[config.mk]
export PLATFORM = sky130hd
export DESIGN_NAME = pis_ctrl
export DESIGN_NICKNAME = d
export VERILOG_FILES = /design/src/hw/rtl/pis_pkg.sv /design/src/hw/rtl/pis_ctrl.sv
export SDC_FILE = /design/constraint.sdc
export NUM_CORES = 1
export LEC_CHECK = 0
export BUFFER_PORTS_ARGS = -buffer_cell sky130_fd_sc_hd__buf_2
export CORE_AREA = 4 4 41 43
export CTS_BUF_LIST = sky130_fd_sc_hd__clkbuf_4
export DETAILED_ROUTE_END_ITERATION = 10
export DIE_AREA = 0 0 45 47
export HOLD_SLACK_MARGIN = 0.15
export PLACE_DENSITY = 0.59
export SYNTH_ARGS = -nofsm -noshare
export SYNTH_HDL_FRONTEND = slang
export SYNTH_SLANG_ARGS = --single-unit
export TNS_END_PERCENT = 1
[constraint.sdc]
create_clock -name i_clk -period 1.3 [get_ports i_clk]
set_input_delay 0 -clock i_clk [delete_from_list [all_inputs] [get_ports i_clk]]
set_output_delay 0 -clock i_clk [all_outputs]
set_load 0.05 [all_outputs]
[src/hw/rtl/pis_pkg.sv]
// Package for the packet impairment scheduler: sizes, codes, state machine
// type, controller/datapath structs and classification/rule tables. No deps.
package pis_pkg;

    localparam int NUM_QUEUES  = 10;
    localparam int QUEUE_DEPTH = 4096;
    localparam int HANDLE_BITS = 16;
    localparam int TIME_BITS   = 48;

    localparam int QW        = 4;
    localparam int PW        = $clog2(QUEUE_DEPTH);
    localparam int OW        = PW + 1;
    localparam int MEM_DEPTH = NUM_QUEUES * QUEUE_DEPTH;
    localparam int AW        = $clog2(MEM_DEPTH);
    localparam int CFG_W     = 16;
    localparam int DELAY_W   = 14;
    localparam int PROD_W    = DELAY_W + CFG_W;
    localparam int CNT_W     = 64;
    localparam int PATTERN_COUNT = 10;
    localparam int MIN_LEN   = 32;
    localparam logic [CFG_W-1:0] TPU_RESET = 16'd1000;

    typedef logic [QW-1:0]          t_qidx;
    typedef logic [HANDLE_BITS-1:0] t_handle;
    typedef logic [TIME_BITS-1:0]   t_time;

    typedef enum logic [2:0] {
        EV_RULE_DROP  = 3'd0,
        EV_QUEUED     = 3'd1,
        EV_DUP_QUEUED = 3'd2,
        EV_FULL_DROP  = 3'd3,
        EV_SENT       = 3'd4
    } t_event;

    typedef enum logic [3:0] {
        S_IDLE, S_CLASS, S_STAMP, S_DROP, S_DUP, S_ORIG, S_SEL, S_SEND, S_FILL
    } t_state;

    typedef struct packed {
        logic load_in;
        logic classify;
        logic stamp;
        logic emit_drop;
        logic emit_dup;
        logic emit_orig;
        logic select;
        logic emit_send;
        logic fill;
    } t_cmd;

    typedef struct packed {
        logic kind;
        logic drop_hit;
        logic dup_hit;
        logic found;
        logic out_free;
        logic fill_needed;
    } t_status;

    function automatic t_qidx classify(input logic [7:0] dir, input logic [7:0] flow,
                                       input logic [13:0] len);
        logic [7:0] pf [PATTERN_COUNT];
        logic [7:0] pd [PATTERN_COUNT];
        t_qidx q;
        pf = '{8'h16, 8'h16, 8'h26, 8'h26, 8'h36, 8'h36, 8'h53, 8'h53, 8'h63, 8'h63};
        pd = '{8'hcd, 8'hcc, 8'hcd, 8'hcc, 8'hcd, 8'hcc, 8'hcd, 8'hcc, 8'hcd, 8'hcc};
        q = QW'(NUM_QUEUES - 1);
        if (len >= 14'(MIN_LEN)) begin
            for (int i = PATTERN_COUNT - 1; i >= 0; i--) begin
                if (i < NUM_QUEUES && pf[i] == flow && pd[i] == dir) begin
                    q = QW'(i);
                end
            end
        end
        return q;
    endfunction

    // r10 = count mod 10, r3 = count mod 3 (after the increment)
    function automatic logic rule_drop(input t_qidx q, input logic [3:0] r10);
        logic every5;
        every5 = (r10 == 4'd0) || (r10 == 4'd5);
        case (q)
            4'd1, 4'd7: return r10 == 4'd0;
            4'd2, 4'd8: return every5;
            default:    return 1'b0;
        endcase
    endfunction

    function automatic logic rule_dup(input t_qidx q, input logic [3:0] r10,
                                      input logic [1:0] r3);
        logic every5;
        every5 = (r10 == 4'd0) || (r10 == 4'd5);
        case (q)
            4'd3, 4'd7: return r10 == 4'd0;
            4'd4:       return r3 == 2'd0;
            4'd9:       return every5;
            default:    return 1'b0;
        endcase
    endfunction

    function automatic logic [DELAY_W-1:0] rule_delay(input t_qidx q);
        case (q)
            4'd5, 4'd8: return 14'd1000;
            4'd6, 4'd9: return 14'd10000;
            default:    return '0;
        endcase
    endfunction

endpackage

[src/hw/rtl/pis_ctrl.sv]
// Sequencer of the packet impairment scheduler.
// Depends on pis_pkg; drives commands into pis_dpath.
module pis_ctrl (
    input  logic              i_clk,
    input  logic              i_rst_n,
    input  logic              i_in_valid,
    output logic              o_in_ready,
    input  pis_pkg::t_status  i_status,
    output pis_pkg::t_cmd     o_cmd
);
    import pis_pkg::*;

    t_state r_state, n_state;

    always_ff @(posedge i_clk) begin
        if (!i_rst_n) begin
            r_state <= S_IDLE;
        end else begin
            r_state <= n_state;
        end
    end

    always_comb begin
        n_state = r_state;
        unique case (r_state)
            S_IDLE:  if (i_in_valid) n_state = S_CLASS;
            S_CLASS: n_state = i_status.kind ? S_SEL : S_STAMP;
            S_STAMP: begin
                if (i_status.drop_hit)     n_state = S_DROP;
                else if (i_status.dup_hit) n_state = S_DUP;
                else                       n_state = S_ORIG;
            end
            S_DROP:  if (i_status.out_free) n_state = S_IDLE;
            S_DUP:   if (i_status.out_free) n_state = S_ORIG;
            S_ORIG:  if (i_status.out_free) n_state = S_IDLE;
            S_SEL:   n_state = i_status.found ? S_SEND : S_IDLE;
            S_SEND: begin
                if (i_status.out_free) n_state = i_status.fill_needed ? S_FILL : S_IDLE;
            end
            S_FILL:  n_state = S_IDLE;
            default: n_state = S_IDLE;
        endcase
    end

    always_comb begin
        o_cmd      = '0;
        o_in_ready = 1'b0;
        unique case (r_state)
            S_IDLE: begin
                o_in_ready    = 1'b1;
                o_cmd.load_in = i_in_valid;
            end
            // tick items pass through here too: classify only acts on arrivals
            S_CLASS: o_cmd.classify  = !i_status.kind;
            S_STAMP: o_cmd.stamp     = 1'b1;
            S_DROP:  o_cmd.emit_drop = i_status.out_free;
            S_DUP:   o_cmd.emit_dup  = i_status.out_free;
            S_ORIG:  o_cmd.emit_orig = i_status.out_free;
            S_SEL:   o_cmd.select    = 1'b1;
            S_SEND:  o_cmd.emit_send = i_status.out_free;
            S_FILL:  o_cmd.fill      = 1'b1;
            default: o_cmd = '0;
        endcase
    end

endmodule

**After elaboration in Yosys (flattened, before gate mapping)**

Index checks and enable logic that the tools add are counted.
Widths: inputs -> output; s select.

- Input port bits: 9
- Register bits: 4
- Output and inout bits: 10
- Word-level logic and storage cells: 37

- Eq/ne operators: 12
- Reduce and logical (&&, ||, !) cells: 4
- Mux-type cells: 20

Operators with widths:

| cell | number |
|---|---|
| $pmux 4 s7 | 1 |
| $mux 4 | 5 |
| $eq 4x3->1 const B | 4 |
| $mux 1 | 11 |
| $mux 3 | 3 |
| $eq 4x2->1 const B | 2 |
| $ne 2x2->1 const B | 3 |
| $eq 4x1->1 const B | 1 |
| $eq 4x4->1 const B | 1 |
| $logic_not 4->1 | 1 |
| $reduce_and 4->1 | 1 |
| $ne 2x1->1 const B | 1 |
| $reduce_or 2->1 | 1 |
| $logic_not 1->1 | 1 |

**Longest topological paths before layout**

- Word-level depth: 4
- Gate-level depth with buffers: 4

**Worst setup path after synthesis**

No wires, ideal clock.

- Path kind: register -> output
- Start point: reg r_state[1]
- End point: out o_cmd[0] in the netlist's numbering
- Cell stages (with the launch flop): 3
- Buffers on the path: 1
- Setup slack: -0.850 ns
- Data required time: 1.300 ns
- Data arrival time: 2.150 ns
- Cell sequence: dfxtp_1 buf_6 nor4b_1

RTL lines:

| item | RTL line | text |
|---|---|---|
| start: declaration | pis_ctrl.sv:13 | `t_state r_state, n_state;` |
| start signal: assignment | pis_ctrl.sv:19 | `r_state <= n_state;` |
| end: declaration | pis_ctrl.sv:9 | `output pis_pkg::t_cmd o_cmd` |

==> run_summary.xml <==
<?xml version="1.0" encoding="UTF-8"?>
<metrics>
  <group name="timing">
    <metric name="finalHoldViolations" unit="">0</metric>
    <metric name="final_critical_path_time_including_i_o_delays_and_setup" unit="ns">1.29</metric>
    <metric name="timing.fmax" unit="MHz">774</metric>
    <metric name="finClkSkew" unit="ns">0.00200</metric>
    <metric name="fin_setup_tns" unit="ns">0</metric>
    <metric name="setup_viol" unit="">0</metric>
    <metric name="count_of_pins_over_their_slew_limit" unit="">0</metric>
    <metric name="unrepaired_setup_endpoints_after_global_routing" unit="">yes</metric>
    <metric name="post-route-period-util" unit="%">99.4</metric>
    <metric name="worst-slew-pin-transition" unit="ns">0.253</metric>
    <metric name="maxSlewHeadroom" unit="%">83.3</metric>
  </group>
  <group name="worst_setup_path">
    <metric name="worst_ep_arrival_time" unit="ns">1.29</metric>
    <metric name="critical_path.startpoint" unit="">r_state[1]</metric>
    <metric name="worstSetupEndpointType" unit="">output port</metric>
    <metric name="max_stage_delay" unit="ns">0.35</metric>
    <metric name="timing.critical_path.fanout_max" unit="">6</metric>
    <metric name="r2r_start" unit="">r_state[0]</metric>
    <metric name="critPathBufInv" unit="">2</metric>
    <metric name="critPathKind" unit="">flop to output port</metric>
    <metric name="critical-path-top-delay-family" unit="">simple AND/OR/NAND/NOR gates</metric>
    <metric name="setup.worst_path.start_class" unit="">flop</metric>
    <metric name="worst-endpoint-required" unit="ns">1.30</metric>
    <metric name="cp_cell_sequence" unit="">buf_6 -&gt; nor4_4 -&gt; and2_4 -&gt; buf_8</metric>
    <metric name="reg2reg_slack" unit="ns">0.16</metric>
    <metric name="cpMaxStageDelayCell" unit="">sky130_fd_sc_hd__dfxtp_4</metric>
  </group>
  <group name="final_layout">
    <metric name="largest_reg_flops" unit="">4</metric>
    <metric name="top_register" unit="">r_state</metric>
    <metric name="final_net_count" unit="">90</metric>
    <metric name="finalNonFillerCells" unit="">94</metric>
    <metric name="fin_util" unit="%">51.2</metric>
    <metric name="area_delta_synth_final" unit="%">73.6</metric>
    <metric name="final.fill_count" unit="">144</metric>
    <metric name="reg.largest.list" unit="">r_state x4</metric>
    <metric name="final_layout_size_suffix_gt1_share" unit="%">54.4</metric>
    <metric name="antenna_cells" unit="">0</metric>
  </group>
  <group name="drt">
    <metric name="via_count_normalized_by_instance_count" unit="">4.87</metric>
    <metric name="detail_route.drc_violations" unit="">0</metric>
    <metric name="wl_per_cell" unit="µm">11.4</metric>
    <metric name="route.antenna.remaining_nets" unit="">0</metric>
    <metric name="first_pass_iters" unit="">2</metric>
    <metric name="routed_wl" unit="µm">1070</metric>
    <metric name="num_vias" unit="">458</metric>
    <metric name="drt_iter0_markers" unit="">2</metric>
  </group>
  <group name="grt">
    <metric name="number_of_antenna_violations_at_the_first_check_in_global_routing" unit="">0</metric>
    <metric name="globalRoute.totalOverflow" unit="">0</metric>
    <metric name="gr-usage-all-layers" unit="%">10.9</metric>
    <metric name="grt_first_pass_wirelength" unit="µm">1710</metric>
    <metric name="largest_net_degree_at_the_start_of_global_routing" unit="">13</metric>
    <metric name="vias_in_the_first_global_route" unit="">420</metric>
  </group>
  <group name="synth">
    <metric name="synthesis_warnings" unit="">0</metric>
    <metric name="synth.most_common_cell" unit="">sky130_fd_sc_hd__nor2_1</metric>
    <metric name="post_synth_instance_area" unit="µm²">384</metric>
    <metric name="synth_edf_count" unit="">0</metric>
    <metric name="synthFlopType" unit="">sky130_fd_sc_hd__dfxtp_1</metric>
    <metric name="synth_area_leaders" unit="">sky130_fd_sc_hd__dfxtp_1 (21%), sky130_fd_sc_hd__and3b_1 (6.8%), sky130_fd_sc_hd__nor2_1 (5.9%)</metric>
    <metric name="synth.avg_cell_area" unit="µm²">8.00</metric>
    <metric name="yosysSeqAreaShare" unit="%">20.8</metric>
    <metric name="yosys.area.top_type" unit="">sky130_fd_sc_hd__dfxtp_1</metric>
    <metric name="post_synth_num_cell_types" unit="">26</metric>
    <metric name="synth_cells" unit="">48</metric>
    <metric name="synth.cells.most_frequent" unit="">sky130_fd_sc_hd__nor2_1 (6), sky130_fd_sc_hd__nand2_1 (5), sky130_fd_sc_hd__dfxtp_1 (4)</metric>
    <metric name="share_of_the_synthesized_area_in_the_top_cell_type" unit="%">20.8</metric>
    <metric name="async_flop_share" unit="%">0</metric>
    <metric name="synth_seq_cells" unit="">4</metric>
    <metric name="synth.net_count" unit="">57</metric>
  </group>
  <group name="floorplanning">
    <metric name="die_outline_width" unit="µm">45</metric>
    <metric name="die_height" unit="µm">47</metric>
    <metric name="design.die.area" unit="µm²">2120</metric>
    <metric name="core_area" unit="µm²">1300</metric>
    <metric name="total_number_of_placement_rows" unit="">13</metric>
    <metric name="ios" unit="">19</metric>
    <metric name="initial_utilization" unit="%">29.5</metric>
  </group>
  <group name="place">
    <metric name="detailedPlacementHpwl" unit="µm">819</metric>
    <metric name="io_buffers" unit="">18</metric>
    <metric name="final_gp_congestion" unit="">0.760</metric>
    <metric name="placed_cell_count" unit="">85</metric>
  </group>
  <group name="clock_network">
    <metric name="worst_skew_pair.late_latency" unit="ns">0.23</metric>
    <metric name="cts_htree_levels" unit="">1</metric>
    <metric name="number_of_buffers_on_the_longest_clock_path" unit="">2</metric>
    <metric name="clkSlewWorstSetupHoldPaths" unit="ns">0.03</metric>
    <metric name="cts_tree" unit="">built</metric>
    <metric name="numCtsBuffers" unit="">3</metric>
    <metric name="cts.sinks" unit="">4</metric>
    <metric name="cts-root-buf" unit="">sky130_fd_sc_hd__clkbuf_4</metric>
  </group>
  <group name="pwr">
    <metric name="power.ir.vdd_worst" unit="V">0.000938</metric>
    <metric name="power.leakage" unit="µW">0.000306</metric>
    <metric name="power_density" unit="nW/µm²">2110</metric>
  </group>
  <group name="status">
    <metric name="outcome" unit="">finished, final reports clean</metric>
  </group>
  <group name="run">
    <metric name="timing.max_cap.violations" unit="">0</metric>
  </group>
  <group name="worst_hold_path">
    <metric name="hold_path_startpoint" unit="">i_status[2]</metric>
    <metric name="hold_path.class" unit="">primary input to flop</metric>
  </group>
</metrics>
layout make-up:
class / instances / area (µm²) / share of cell area (%)
clock buffer: 3 / 22.5 / 3.38
timing repair buffer: 31 / 229 / 34.3
multi-input combinational: 41 / 307 / 46.0
tap: 15 / 18.8 / 2.81
sequential: 4 / 90.1 / 13.5
worst paths after layout:
check          endpoint  depth (start not counted)
max            o_cmd[8]                          4
min          r_state[2]                          3
max reg2reg  r_state[2]                          4
min reg2reg  r_state[3]                          2
per-stage QoR:
stage / area [µm²] / hold slack, ns / setup slack [ns] / total power, µW
after floorplan: 402 / 0.117 / -0.376 / 903
after global placement: 537 / 0.255 / 0.0682 / 1120
after detailed placement: 537 / 0.259 / 0.0691 / 1120
after CTS: 619 / 0.166 / -0.0294 / 1330
after global routing: 667 / 0.194 / -0.0603 / 1500
final: 667 / 0.171 / 0.00842 / 1410
where the power goes:
group / switching, µW / internal [µW] / leakage (µW)
clock network: 43.8 / 103 / 0.0000138
registers: 79.6 / 178 / 0.0000350
logic: 527 / 479 / 0.000257
worst register-to-register path: stages, from the launching register on:
cell	delay [ns]
sky130_fd_sc_hd__dfxtp_4	0.35
sky130_fd_sc_hd__buf_4	0.15
sky130_fd_sc_hd__nor2b_1	0.14
sky130_fd_sc_hd__a221oi_1	0.28
sky130_fd_sc_hd__a211oi_1	0.09
per-layer routing:
layer  wire length, µm  vias up  GRT usage, %
li1                  -      240             -
met1               449      210          13.2
met2               567        8          18.9
met3                53        0          1.53
met4                 0        0          5.26
met5                 0        -             0
cells by family after synthesis:
family,after synthesis,share of synthesized area (%)
buf+inv,3,6.84
flops,4,20.8
simple gates,31,51.1
compound gates,10,21.2
repair_timing:
action	4_1_cts	5_1_grt
hold buffers	3	0
setup endpoints to repair	10	7
buffers inserted	0	3
gates resized for setup	13	8
pin swaps	0	3
endpoints found under the hold margin	4	0
cells in the final DEF, fill, tap and decap left out, drive strengths merged:
cell type | netlist | final
nand4bb | 1 | 1
and3b | 3 | 3
a221oi | 2 | 2
a21oi | 1 | 1
or2 | 1 | 1
o2111ai | 1 | 1
a21bo | 1 | 1
nor2b | 3 | 3
dlygate4sd3 | 0 | 3
clkbuf | 0 | 3
nor3b | 1 | 1
nand3 | 1 | 1
nor4 | 1 | 1
o21bai | 1 | 1
nand2b | 3 | 3
nor4b | 1 | 1
dfxtp | 4 | 4
and2 | 1 | 1
buf | 3 | 28
nand2 | 5 | 5
nor3 | 3 | 3
and4b | 1 | 1
o32ai | 1 | 1
o21ai | 2 | 2
nor2 | 6 | 6
a211oi | 1 | 1
Note: power is estimated with default switching activity, not from simulation.
